===== src/bfm_pkg.sv =====
// shared constants and pipeline side-band types for the brush falloff mask
`default_nettype none
package bfm_pkg;
    localparam int FRAC_BITS = 16;
    localparam int MAX_SIZE  = 1024;
    localparam int SIZE_W    = 11;
    localparam int COORD_W   = 10;
    localparam int Q_W       = FRAC_BITS + 1;
    localparam int D2_W      = 20;
    localparam int SQ_IN_W   = D2_W + 2 * FRAC_BITS;
    localparam int ROOT_W    = SQ_IN_W / 2;
    localparam int RMIN_W    = 28;
    localparam int DR_W      = 27;
    localparam int NUM_W     = 29;
    localparam int QUO_W     = FRAC_BITS;
    localparam longint unsigned ONE_L = longint'(1) << FRAC_BITS;
    localparam longint unsigned K_L   = (ONE_L * 99999) / 100000;
    localparam logic [Q_W-1:0]  ONE_Q = Q_W'(ONE_L);
    localparam logic [Q_W:0]    K_Q   = (Q_W + 1)'(K_L);
    localparam logic [Q_W:0]    ONE_MINUS_K = (Q_W + 1)'(ONE_L - K_L);

    localparam logic [1:0] REG_SIZE   = 2'd0;
    localparam logic [1:0] REG_SMOOTH = 2'd1;
    localparam logic [1:0] REG_OPAC   = 2'd2;

    typedef struct packed {
        logic                     vld;
        logic                     zero;
        logic signed [RMIN_W-1:0] rmin;
        logic [DR_W-1:0]          dr;
    } t_sq_side;

    typedef struct packed {
        logic vld;
        logic zero;
        logic one;
    } t_dv_side;
endpackage
`default_nettype wire


===== src/bfm_div.sv =====
// pipelined restoring divider giving the fractional quotient num/dr, one bit per stage
`default_nettype none
module bfm_div (
    input  wire logic                      i_clk,
    input  wire logic                      i_rst_n,
    input  wire logic                      i_en,
    input  wire bfm_pkg::t_dv_side         i_side,
    input  wire logic [bfm_pkg::DR_W-1:0]  i_num,
    input  wire logic [bfm_pkg::DR_W-1:0]  i_dr,
    output bfm_pkg::t_dv_side              o_side,
    output logic [bfm_pkg::QUO_W-1:0]      o_quo
);
    import bfm_pkg::*;

    logic [DR_W-1:0]  r_rem [0:QUO_W];
    logic [DR_W-1:0]  r_dr  [0:QUO_W];
    logic [QUO_W-1:0] r_q   [0:QUO_W];
    t_dv_side         r_side[0:QUO_W];
    logic [DR_W-1:0]  n_rem [0:QUO_W-1];
    logic [QUO_W-1:0] n_q   [0:QUO_W-1];

    always_comb begin
        r_rem[0]  = i_num;
        r_dr[0]   = i_dr;
        r_q[0]    = '0;
        r_side[0] = i_side;
    end

    always_comb begin
        logic [DR_W:0] t;
        for (int i = 0; i < QUO_W; i++) begin
            t = {r_rem[i], 1'b0};
            if (t >= {1'b0, r_dr[i]}) begin
                n_rem[i] = DR_W'(t - {1'b0, r_dr[i]});
                n_q[i]   = {r_q[i][QUO_W-2:0], 1'b1};
            end else begin
                n_rem[i] = DR_W'(t);
                n_q[i]   = {r_q[i][QUO_W-2:0], 1'b0};
            end
        end
    end

    for (genvar g = 0; g < QUO_W; g++) begin : g_stage
        always_ff @(posedge i_clk) begin
            if (!i_rst_n) begin
                r_side[g+1].vld <= 1'b0;
            end else if (i_en) begin
                r_side[g+1].vld <= r_side[g].vld;
            end
        end
        always_ff @(posedge i_clk) begin
            if (i_en) begin
                r_rem[g+1]       <= n_rem[g];
                r_dr[g+1]        <= r_dr[g];
                r_q[g+1]         <= n_q[g];
                r_side[g+1].zero <= r_side[g].zero;
                r_side[g+1].one  <= r_side[g].one;
            end
        end
    end

    assign o_side = r_side[QUO_W];
    assign o_quo  = r_q[QUO_W];
endmodule
`default_nettype wire

===== config.mk =====
export PLATFORM = sky130hd
export DESIGN_NAME = bfm_div
export DESIGN_NICKNAME = d
export VERILOG_FILES = /design/src/bfm_pkg.sv /design/src/bfm_div.sv
export SDC_FILE = /design/constraint.sdc
export NUM_CORES = 2
export LEC_CHECK = 0
export ABC_AREA = 1
export BUFFER_PORTS_ARGS = -buffer_cell sky130_fd_sc_hd__buf_4
export CORE_MARGIN = 2
export CORE_UTILIZATION = 55
export DETAILED_ROUTE_END_ITERATION = 8
export PLACE_DENSITY = 0.71
export RECOVER_POWER = 50
export SYNTH_ARGS = -nofsm -noshare
export SYNTH_HDL_FRONTEND = slang
export SYNTH_SLANG_ARGS = --single-unit
export TNS_END_PERCENT = 30

===== constraint.sdc =====
create_clock -name i_clk -period 4.3 [get_ports i_clk]
set_clock_uncertainty 0.2 [all_clocks]
set_input_delay 0.86 -clock i_clk [delete_from_list [all_inputs] [get_ports i_clk]]
set_output_delay 0.86 -clock i_clk [all_outputs]
set_load 0.03 [all_outputs]

# --- Word-level counts from Yosys, hierarchy flattened ---
# Index checks and enable logic that the tools add are counted.
totals:
  register_bits: 994
  in_bits: 60
  out_inout_bits: 19
  wordCells: 171
classes:
  add_sub_neg: 15
  magnitude_cmp: 16
  mux: 31
ops:
  columns: ["cell", "count"]
  rows:
  - ["$ge 28x27->1", 16]
  - ["$mux 27", 15]
  - ["$sub 27x27->27", 15]
  - ["$mux 1", 16]

# --- Depth between registers and ports, before layout ---
depth:
  ltp_word: 2
  ltp_mapped: 15
  depth_no_buf: 14

# --- Worst setup path before layout ---
# OpenSTA, ideal clock, no wires.
synth_timing:
  kind: "input to register"
  from: "in i_dr[0] (netlist name)"
  to: "reg r_rem[430] (netlist name), data pin"
  setup_time_ns: 0.253
  arrival_time_ns: 2.343
  required_time_ns: 3.847
  path_slack_ns: 1.504
  cell_stages: 12
  path_buffers: 2
  cell_sequence: "inv_1 -> fa_1 -> nand2_1 -> nand2_2 -> nand3_1 -> nand3_1 -> nand2_2 -> nand3_2 -> buf_6 -> buf_6 -> nand3_1 -> nand2_1"
synth_rtl:
  columns: ["item", "line", "source"]
  rows:
  - ["start: declaration", "bfm_div.sv:9", "input wire logic [bfm_pkg::DR_W-1:0] i_dr,"]
  - ["end signal: indexed assignment", "bfm_div.sv:53", "r_rem[g+1] <= n_rem[g];"]
  - ["end: declaration", "bfm_div.sv:15", "logic [DR_W-1:0] r_rem [0:QUO_W];"]

==> impl_results.md <==
* Clock-pin slew on the worst setup and hold paths at 60 ps
* GR Util All Layers at 0.3277
* CTS H-Tree Depth at 3
* Startpoint types: register
* IO Port Bufs at 78
* HP Class: input pin to register
* Antenna viol nets, final at 0
* Worst EP required at approximately 4500 ps
* Fin. Hold Viols at 0
* Min setup slack post-route at 584.8 ps
* Final setup vio count at 0
* DRC Markers at 0
* Remaining Overflow, GRT at 0
* Io pins at 79
* Total Routed Length at 209,000 um
* Drt first-iter violations at roughly 5,600
* Post-synth net total at 9,640
* Hold Path Stages at 1
* # placed instances at 10,820
* Post-DR vias/cell at 5.221
* Setup bufs post-CTS at 0
* Fmax at 269.2 MHz
* DRT Pass-1 Iters at 7
* Avg Cell Area, Syn at between 7 and 8 um^2
* Initial core utilization at 0.5546
* Vias in the first global route at about 55,000
* Yosys warns at 0
* Share of cells above drive strength 1 at 0.04824
* Peak supply drop at between 0.5 and 0.6 mV
* Hold_buf cts at 0
* CTS Buf Count at 110
* Clock latency on the worst-skew pair at approximately 750 ps
* Worst-path maximum fanout at 33
* Multi-input logic area at approximately 30,000 um^2
* Max Root-Sink Buffers at 3
* Layout area overhead at 9.179%
* FILL cells at 11,540
* FF/Latch Area at 29,690 um^2
* Synth Instances at 9,134
* Reg2reg setup slack at 580 ps
* CTS tree: yes
* CP Class: register to register
* Gates resized, CTS repair at 0
* Sequential-to-total area share from yosys stat at 0.4329
* Final Power at 51.85 mW
* P per Cell Area at 692.6 nW/um^2
* Lkg Pwr at 39.64 nW
* Die height at 357.1 um
* R2R depth at 10
* Final Max Slew Viols at 349
* Post-Layout Cell Count at 11,030
* CTS sink cnt at 994
* Setup tns final at 0 ps
* Initial antenna violation count at 5
* Status: finished, violations left
* R2r endpoint: r_rem[58]
* First-pass GRT wire length at 318,900 um
* Die ar. at 127,500 um^2
* Final #Nets at 9,804
* Final Critical Period at 3715 ps
* Site Rows at between 100 and 150
* Average wire per standard cell at 18.95 um
* Worst setup path startpoint: r_dr[81]
* Violated checks: capacitance limit, slew limit
* Critical path capture point type: register
* Post-Syn Area at 68,570 um^2
* Final Cycle Share at 0.8640
* Overall via count from detail_route at around 58,000
* Worst slack, placed at 455.6 ps
* Largest net degree at the start of global routing at 107
* Flops & latches, synth at 994
* Unrepaired setup endpoints after global routing: no
* Placeable core region at 123,600 um^2
* Cell variety after synth at 42
* Placer Congestion at 0.9771
* Max_slew headroom at -0.7828
* Clk root buf: clkbuf_16
* Worst-margin pin slew at 2674 ps
* Max Cap Viol at 5
* Crit path DAT at 3940 ps
* Worst hold slack at 108.7 ps
* Post-DP HPWL at 167,800 um
* FF-to-FF Start: r_dr[81]
* Worst setup path endpoint: r_rem[58]
* Die width at 357.1 um
## routing by layer
metal | share of wire | global-route usage
met5 | 0 | 0
met2 | 0.47 | 0.5525
met4 | 0.054 | 0.1604
met3 | 0.054 | 0.03770
met1 | 0.42 | 0.4200
## worst min path at each step
stage	startpoint	endpoint	slack, ps
after detailed placement	r_q[130]	r_q[115]	200
after global placement	r_side[33]	r_side[30]	200
after CTS	i_side[1]	r_side[46]	50
after floorplan	r_q[25]	o_quo[10]	200
final	i_side[1]	r_side[46]	110
after global routing	i_side[1]	r_side[46]	110
## area by class of cell
type	instances	area share
Tap cell	1637	0.02736
Antenna cell	2	0.00006685
Timing Repair Buffer	169	0.01668
Multi-Input combinational cell	5938	0.4054
Clock inverter	82	0.01146
Sequential cell	994	0.3965
Inverter	2085	0.1045
Clock buffer	122	0.03794
## flip-flops by register name, summed over array words and instances, names as in the netlist
signal  cells
r_dr      405
r_rem     405
r_q       120
r_side     45
o_quo      16
o_side      3
## worst max-delay path, stage by stage (launching register included)
cell and delay (ps):
edfxtp_1 480, inv_1 170, fa_1 490, nand3_1 120, nand3_1 160, nand3_1 120
nand3b_1 190, nand2_2 350, nand3_2 140, buf_4 270, o21ai_0 680
## synth_stat cells, drive strengths merged
| cell type | instances | area [um^2] |
|---|---|---|
| a211oi | 2 | 15.01 |
| and2 | 15 | 93.84 |
| clkbuf | 41 | 153.9 |
| ha | 431 | 5393 |
| and3 | 2 | 12.51 |
| nand2 | 3302 | 12460 |
| nor3 | 30 | 261.5 |
| edfxtp | 978 | 29370 |
| nor2 | 572 | 2195 |
| nand3b | 76 | 578.1 |
| buf | 76 | 551.8 |
| or2 | 37 | 231.5 |
| o21ai | 191 | 955.9 |
| inv | 2078 | 7800 |
| a31oi | 3 | 18.77 |
| dfxtp | 16 | 320.3 |
| nand3 | 525 | 2768 |
| a21o | 15 | 112.6 |
| nand4 | 320 | 2140 |
| fa | 15 | 300.3 |
| clkinv | 7 | 26.28 |
| xor2 | 197 | 1725 |
| a21oi | 205 | 1097 |
## cells in the final DEF (no fill, tap or decap), types with 7 or more instances in the layout
master	instances
nand4_1	305
clkbuf_16	112
or2_0	10
clkinvlp_4	13
clkbuf_1	42
buf_4	110
or2_2	26
o21ai_1	25
clkinv_1	32
ha_1	431
edfxtp_1	978
clkinv_4	7
nor3_1	14
nor2_1	557
nand2_1	3277
nand3_1	497
a21o_1	15
clkbuf_4	15
buf_12	8
clkinv_2	12
a21oi_1	190
a21oi_2	13
and2_1	15
xor2_1	197
dfxtp_1	16
nor3_2	11
nand3_2	28
inv_1	2073
o21ai_0	166
nand3b_1	74
nor2_2	13
nand2_2	25
fa_1	15
bufinv_16	15
nand4_2	10
inv_6	9
## kinds of logic (layout without fill, tap and decap cells)
kind of cell    Yosys count  after routing  synth area share
fa+ha+maj               446            446           0.08302
other cells               0              2                 0
simple gates           4879           4879            0.3024
compound gates          416            416           0.03208
buf+inv                2202           2458            0.1244
flops                   994            994            0.4329
xor+xnor                197            197           0.02516
## metrics by stage
stage            util  cell area [um^2]
2_1_floorplan       -             68570
3_3_place_gp   0.5770             71340
3_5_place_dp   0.5770             71340
4_1_cts        0.6070             75040
5_1_grt        0.6055             74870
6_report       0.6056             74870
## power by group
part	total [mW]	internal (mW)	switching [mW]
Combinational	25.7	8.47	17.2
Sequential	16.4	14.2	2.16
Clock	9.77	5.66	4.11
Total	51.9	28.3	23.5
Note: power is estimated with default switching activity, not from simulation.
