<file path="src/bfm_pkg.sv">
// shared constants and pipeline side-band types for the brush falloff mask
`default_nettype none
package bfm_pkg;
    localparam int FRAC_BITS = 16;
    localparam int MAX_SIZE  = 1024;
    localparam int SIZE_W    = 11;
    localparam int COORD_W   = 10;
    localparam int Q_W       = FRAC_BITS + 1;
    localparam int D2_W      = 20;
    localparam int SQ_IN_W   = D2_W + 2 * FRAC_BITS;
    localparam int ROOT_W    = SQ_IN_W / 2;
    localparam int RMIN_W    = 28;
    localparam int DR_W      = 27;
    localparam int NUM_W     = 29;
    localparam int QUO_W     = FRAC_BITS;
    localparam longint unsigned ONE_L = longint'(1) << FRAC_BITS;
    localparam longint unsigned K_L   = (ONE_L * 99999) / 100000;
    localparam logic [Q_W-1:0]  ONE_Q = Q_W'(ONE_L);
    localparam logic [Q_W:0]    K_Q   = (Q_W + 1)'(K_L);
    localparam logic [Q_W:0]    ONE_MINUS_K = (Q_W + 1)'(ONE_L - K_L);

    localparam logic [1:0] REG_SIZE   = 2'd0;
    localparam logic [1:0] REG_SMOOTH = 2'd1;
    localparam logic [1:0] REG_OPAC   = 2'd2;

    typedef struct packed {
        logic                     vld;
        logic                     zero;
        logic signed [RMIN_W-1:0] rmin;
        logic [DR_W-1:0]          dr;
    } t_sq_side;

    typedef struct packed {
        logic vld;
        logic zero;
        logic one;
    } t_dv_side;
endpackage
`default_nettype wire

</file>
<file path="src/bfm_sqrt.sv">
// pipelined integer square root, one result bit per stage
`default_nettype none
module bfm_sqrt (
    input  wire logic                        i_clk,
    input  wire logic                        i_rst_n,
    input  wire logic                        i_en,
    input  wire bfm_pkg::t_sq_side           i_side,
    input  wire logic [bfm_pkg::SQ_IN_W-1:0] i_val,
    output bfm_pkg::t_sq_side                o_side,
    output logic [bfm_pkg::ROOT_W-1:0]       o_root
);
    import bfm_pkg::*;

    logic [SQ_IN_W-1:0] r_v   [0:ROOT_W];
    logic [SQ_IN_W-1:0] r_res [0:ROOT_W];
    t_sq_side           r_side[0:ROOT_W];
    logic [SQ_IN_W-1:0] n_v   [0:ROOT_W-1];
    logic [SQ_IN_W-1:0] n_res [0:ROOT_W-1];

    always_comb begin
        r_v[0]    = i_val;
        r_res[0]  = '0;
        r_side[0] = i_side;
    end

    always_comb begin
        logic [SQ_IN_W-1:0] bitv;
        logic [SQ_IN_W-1:0] sum;
        for (int i = 0; i < ROOT_W; i++) begin
            bitv = SQ_IN_W'(1) << (2 * (ROOT_W - 1 - i));
            sum  = r_res[i] + bitv;
            if (r_v[i] >= sum) begin
                n_v[i]   = r_v[i] - sum;
                n_res[i] = (r_res[i] >> 1) + bitv;
            end else begin
                n_v[i]   = r_v[i];
                n_res[i] = r_res[i] >> 1;
            end
        end
    end

    for (genvar g = 0; g < ROOT_W; g++) begin : g_stage
        always_ff @(posedge i_clk) begin
            if (!i_rst_n) begin
                r_side[g+1].vld <= 1'b0;
            end else if (i_en) begin
                r_side[g+1].vld <= r_side[g].vld;
            end
        end
        always_ff @(posedge i_clk) begin
            if (i_en) begin
                r_v[g+1]         <= n_v[g];
                r_res[g+1]       <= n_res[g];
                r_side[g+1].zero <= r_side[g].zero;
                r_side[g+1].rmin <= r_side[g].rmin;
                r_side[g+1].dr   <= r_side[g].dr;
            end
        end
    end

    assign o_side = r_side[ROOT_W];
    assign o_root = r_res[ROOT_W][ROOT_W-1:0];
endmodule
`default_nettype wire

</file>
<file path="config.mk">
export PLATFORM = sky130hd
export DESIGN_NAME = bfm_sqrt
export DESIGN_NICKNAME = d
export VERILOG_FILES = /design/src/bfm_pkg.sv /design/src/bfm_sqrt.sv
export SDC_FILE = /design/constraint.sdc
export NUM_CORES = 2
export LEC_CHECK = 0
export BUFFER_PORTS_ARGS = -buffer_cell sky130_fd_sc_hd__clkbuf_2
export CAP_MARGIN = 0
export CORE_MARGIN = 10
export CORE_UTILIZATION = 50
export CTS_CLUSTER_SIZE = 30
export DETAILED_ROUTE_END_ITERATION = 10
export PLACE_DENSITY = 0.75
export SLEW_MARGIN = 20
export SYNTH_ARGS = -nofsm -noshare
export SYNTH_HDL_FRONTEND = slang
export SYNTH_SLANG_ARGS = --single-unit
</file>
<file path="constraint.sdc">
create_clock -name i_clk -period 8.3 [get_ports i_clk]
set_input_delay 0.83 -clock i_clk [delete_from_list [all_inputs] [get_ports i_clk]]
set_output_delay 0.83 -clock i_clk [all_outputs]
set_load 0.02 [all_outputs]
</file>
Word-level counts from Yosys, hierarchy flattened
Cells that the tools add are included.
{"block": "op_classes", "addsub": 75, "n_lt_le_gt_ge": 26, "muxes": 51}
{"cell": "52-bit >= comparator", "count": 25}
{"cell": "52-bit 2-to-1 mux", "count": 25}
{"cell": "51-bit 2-to-1 mux", "count": 25}
{"cell": "52-bit subtractor", "count": 24}
{"cell": "51-bit by 11-bit adder with 52-bit output (second input constant)", "count": 1}
{"cell": "51-bit by 13-bit adder with 52-bit output (second input constant)", "count": 1}
{"cell": "51-bit by 15-bit adder with 52-bit output (second input constant)", "count": 1}
{"cell": "51-bit by 17-bit adder with 52-bit output (second input constant)", "count": 1}
{"cell": "51-bit by 19-bit adder with 52-bit output (second input constant)", "count": 1}
{"cell": "51-bit by 21-bit adder with 52-bit output (second input constant)", "count": 1}
{"cell": "51-bit by 23-bit adder with 52-bit output (second input constant)", "count": 1}
{"cell": "51-bit by 25-bit adder with 52-bit output (second input constant)", "count": 1}
{"cell": "51-bit by 27-bit adder with 52-bit output (second input constant)", "count": 1}
{"cell": "51-bit by 29-bit adder with 52-bit output (second input constant)", "count": 1}
{"cell": "51-bit by 3-bit adder with 52-bit output (second input constant)", "count": 1}
{"cell": "51-bit by 31-bit adder with 52-bit output (second input constant)", "count": 1}
{"cell": "51-bit by 33-bit adder with 52-bit output (second input constant)", "count": 1}
{"cell": "51-bit by 35-bit adder with 52-bit output (second input constant)", "count": 1}
{"cell": "51-bit by 37-bit adder with 52-bit output (second input constant)", "count": 1}
{"cell": "51-bit by 39-bit adder with 52-bit output (second input constant)", "count": 1}
{"cell": "51-bit by 41-bit adder with 52-bit output (second input constant)", "count": 1}
{"cell": "51-bit by 43-bit adder with 52-bit output (second input constant)", "count": 1}
{"cell": "51-bit by 45-bit adder with 52-bit output (second input constant)", "count": 1}
{"cell": "51-bit by 47-bit adder with 52-bit output (second input constant)", "count": 1}
{"cell": "33 further kinds", "count": 33}
{"block": "word_totals", "ff_bits": 4108, "inputBits": 112, "out_inout_bits": 83, "wordCells": 331}

Logic depth before layout (Yosys ltp)
{"block": "logic_depth", "word_depth": 3, "ltp_mapped": 16}

Worst setup path after synthesis
OpenSTA, ideal clock, no wires.
{"block": "synth_timing", "kind": "flip-flop to flip-flop", "startpoint": "register r_v[165] in the netlist's numbering", "endpoint": "register r_v[146] in the netlist's numbering, data pin", "setup_time_ns": 0.266, "t_arrival_ns": 3.657, "required_time_ns": 8.034, "slack_ns": 4.377, "path_stages_with_launch": 12, "n_path_buf": 0, "path_cell_list": "edfxtp_1 ha_1 and2_1 a221oi_1 o21ai_0 a31oi_1 o21ai_0 a221o_1 a211oi_1 or4b_2 nor3_1 xor2_1"}
{"element": "start: declaration", "line_no": "bfm_sqrt.sv:14", "rtl": "logic [SQ_IN_W-1:0] r_v [0:ROOT_W];"}
{"element": "start signal: indexed assignment", "line_no": "bfm_sqrt.sv:52", "rtl": "r_v[g+1] <= n_v[g];"}

==> impl_metrics.py <==
metrics = {
    "outcome": {
        "status": "finished, final reports clean",
    },
    "sta": {
        "fin_skew_ns": 0.117,
        "max_slew_margin_pct": 12.6,
        "setup_viol": 0,
        "fmax_mhz": 225,
        "fin_crit_ns": 4.45,
        "slew_violations": 0,
        "hold_viol": 0,
        "grt_setup_unrepaired": "no",
        "tns_ns": 0,
        "worstMarginPinSlew_ns": 1.30,
        "finalCritPeriodShare_pct": 53.6,
    },
    "global_routing": {
        "grt_max_degree": 222,
        "grt_pass1_wl_mm": 332,
        "grt_pass1_vias": 64100,
        "grt_remaining_overflow": 0,
        "track_usage_pct": 15.4,
        "antenna_found_initial": 3,
    },
    "pwr": {
        "power_uw": 38200,
        "power_leakage_uw": 0.0503,
        "irDropWorstVdd_v": 0.000194,
        "powerDensity_nw_per_um2": 276,
    },
    "job": {
        "drv_cap": 0,
    },
    "route": {
        "wl_mm": 210,
        "drt-pass1-iter-count": 8,
        "drt_iter0_markers": 4301,
        "antenna_left": 0,
        "routed_via_density": 5.32,
        "drcViolationCount": 0,
        "vias": 61800,
        "wl_per_cell_um": 18.1,
    },
    "floorplanning": {
        "design.core.area_um2": 244000,
        "rows": 181,
        "dieWidth_um": 516,
        "die_y_um": 516,
        "die_area_um2": 266000,
        "io_pins": 195,
        "initial_core_util_pct": 50.4,
    },
    "clocking": {
        "cts_root_buffer": "clkbuf_16",
        "cts_buffer_depth": 4,
        "clock-sinks": 3133,
        "clkTransAtPathRegs_ns": 0.06,
        "ctsResizeCount": 0,
        "cts_tree": "done",
        "clock_latency_ns": 0.98,
        "cts_buffers": 330,
        "h-tree-depth": 5,
    },
    "place": {
        "place_area_um2": 128000,
        "place.port_buffers": 194,
        "hpwl_mm": 135,
        "place_congestion": 0.960,
    },
    "finish": {
        "layout_commonest_cell": "edfxtp_1",
        "nFillCells": 17900,
        "layout_common_cells": "edfxtp_1, inv_1, nor2_1",
        "drive_gt1_share_pct": 9.33,
        "post-route-cell-area_um2": 139000,
        "final_nets": 8653,
        "syn2layout_area_growth_pct": 12.8,
    },
    "setup_path": {
        "critPathRequiredTime_ns": 8.94,
        "critPathLaunch": "r_v[217]",
        "cp.arrival_ns": 5.09,
        "r2r-start": "r_v[217]",
        "ff2ff_path_depth": 12,
        "end_kind": "register",
        "critPathKind": "register to register",
        "path_max_fanout": 50,
        "cp-start-kind": "register",
    },
    "synthesis": {
        "synthArstFlopShare_pct": 0,
        "synth_seq_cells": 3133,
        "netlist_area_um2": 123000,
        "synth_enable_flop_cells": 3107,
        "seq_area_frac_synth_pct": 76.3,
        "synthDistinctLibCells": 77,
        "yosysWarnings": 0,
        "synth_cells": 7669,
        "synth_flop_cell": "edfxtp_1",
        "syn-num-nets": 8154,
        "avgSynthCellArea_um2": 16.0,
    },
    "hold_path": {
        "holdPathStages": 1,
        "min_from": "i_side[47]",
        "min_path_type": "input port to register",
    },
}
[path summary, 6_finish.rpt]
check                  to  slack (ns)
max              r_v[207]        3.85
min          r_side[1472]        0.10
max reg2reg      r_v[207]        3.85
min reg2reg   r_side[588]        0.37
[Yosys cell counts (13+ instances only)]
cell	number	area share (%)
edfxtp_1	3107	76
inv_1	459	1.4
nor2_1	415	1.3
nand2_1	389	1.2
a21oi_1	382	1.6
ha_1	373	3.8
xnor2_1	340	2.4
o21ai_0	255	1.0
xor2_1	220	1.6
nor4_1	197	1.0
nor3_1	158	0.64
a21o_1	134	0.82
nand4_1	102	0.52
clkbuf_1	101	0.31
nand3_1	97	0.40
nor2b_1	89	0.45
nand2b_1	76	0.39
o21a_1	66	0.40
mux2_2	64	0.59
or3_1	64	0.33
buf_4	58	0.35
mux2i_1	36	0.29
o31ai_1	36	0.22
or4_1	35	0.21
nor4b_1	29	0.21
a31oi_1	28	0.14
a211oi_1	26	0.16
dfxtp_1	26	0.42
and3_1	24	0.12
o21bai_1	24	0.15
a21boi_0	19	0.12
nor3b_1	19	0.12
nand4b_1	18	0.13
and2_1	17	0.087
or2_2	17	0.087
o211ai_1	14	0.086
o2111ai_1	13	0.093
[metal layers]
layer	vias up	GRT usage (%)	wire (um)
li1	30000	-	-
met1	29800	15.8	76000
met2	1409	29.5	115000
met3	561	2.84	8190
met4	0	8.11	11100
met5	-	0	0
[cell families after synthesis]
| logic type | share of synthesized area, % |
|---|---|
| mux | 0.880 |
| xor+xnor | 3.99 |
| buf+inv | 2.11 |
| compound gates | 5.40 |
| simple gates | 7.47 |
| flops | 76.3 |
| fa+ha+maj | 3.80 |
[worst max-delay path, cell delays in order (launching register included)]
cell,delay [ns]
edfxtp_1,0.39
ha_1,0.42
nand2_1,0.09
nor4_1,1.04
nand4_1,0.20
nand2_1,0.20
a211oi_4,0.04
buf_4,0.31
nor4_1,0.55
nand4_1,0.24
or2_2,0.39
nor3_1,0.21
xor2_1,0.10
[per-stage QoR]
stage          setup WS [ns]  hold WS (ns)  utilization (%)  cells
2_1_floorplan           4.38         0.400                -   7669
3_3_place_gp            3.86         0.400             52.3  10900
5_1_grt                 3.66        0.0272             56.8  11600
4_1_cts                 3.81       0.00188             56.8  11600
6_report                3.85         0.101             56.8  11600
3_5_place_dp            3.85         0.405             52.3  10900
[sequential cells by signal, summed over array words and instances, names as in the netlist]
signal and cells:
o_root 26, o_side 57, r_res 325, r_side 1425, r_v 1300
[timing repair]
action,CTS,global route
hold buffers,89,0
hold endpoints to repair,89,0
setup buffers,0,0
[final cells by class]
type	count	area [um2]	share of cell area, %
clock buffer	400	8580	6.20
sequential	3133	93800	67.7
multi-input combinational	3907	26500	19.1
clock inverter	177	1430	1.03
tap	3202	4010	2.89
antenna	3	7.51	0.00542
inverter	462	1730	1.25
timing repair buffer	334	2450	1.77
[power breakdown]
group / switching [uW] / internal (uW)
Clock: 5740 / 7940
Sequential: 834 / 19200
Combinational: 2620 / 1850
Total: 9190 / 29000
No activity file was read; power rests on OpenSTA's default activity.
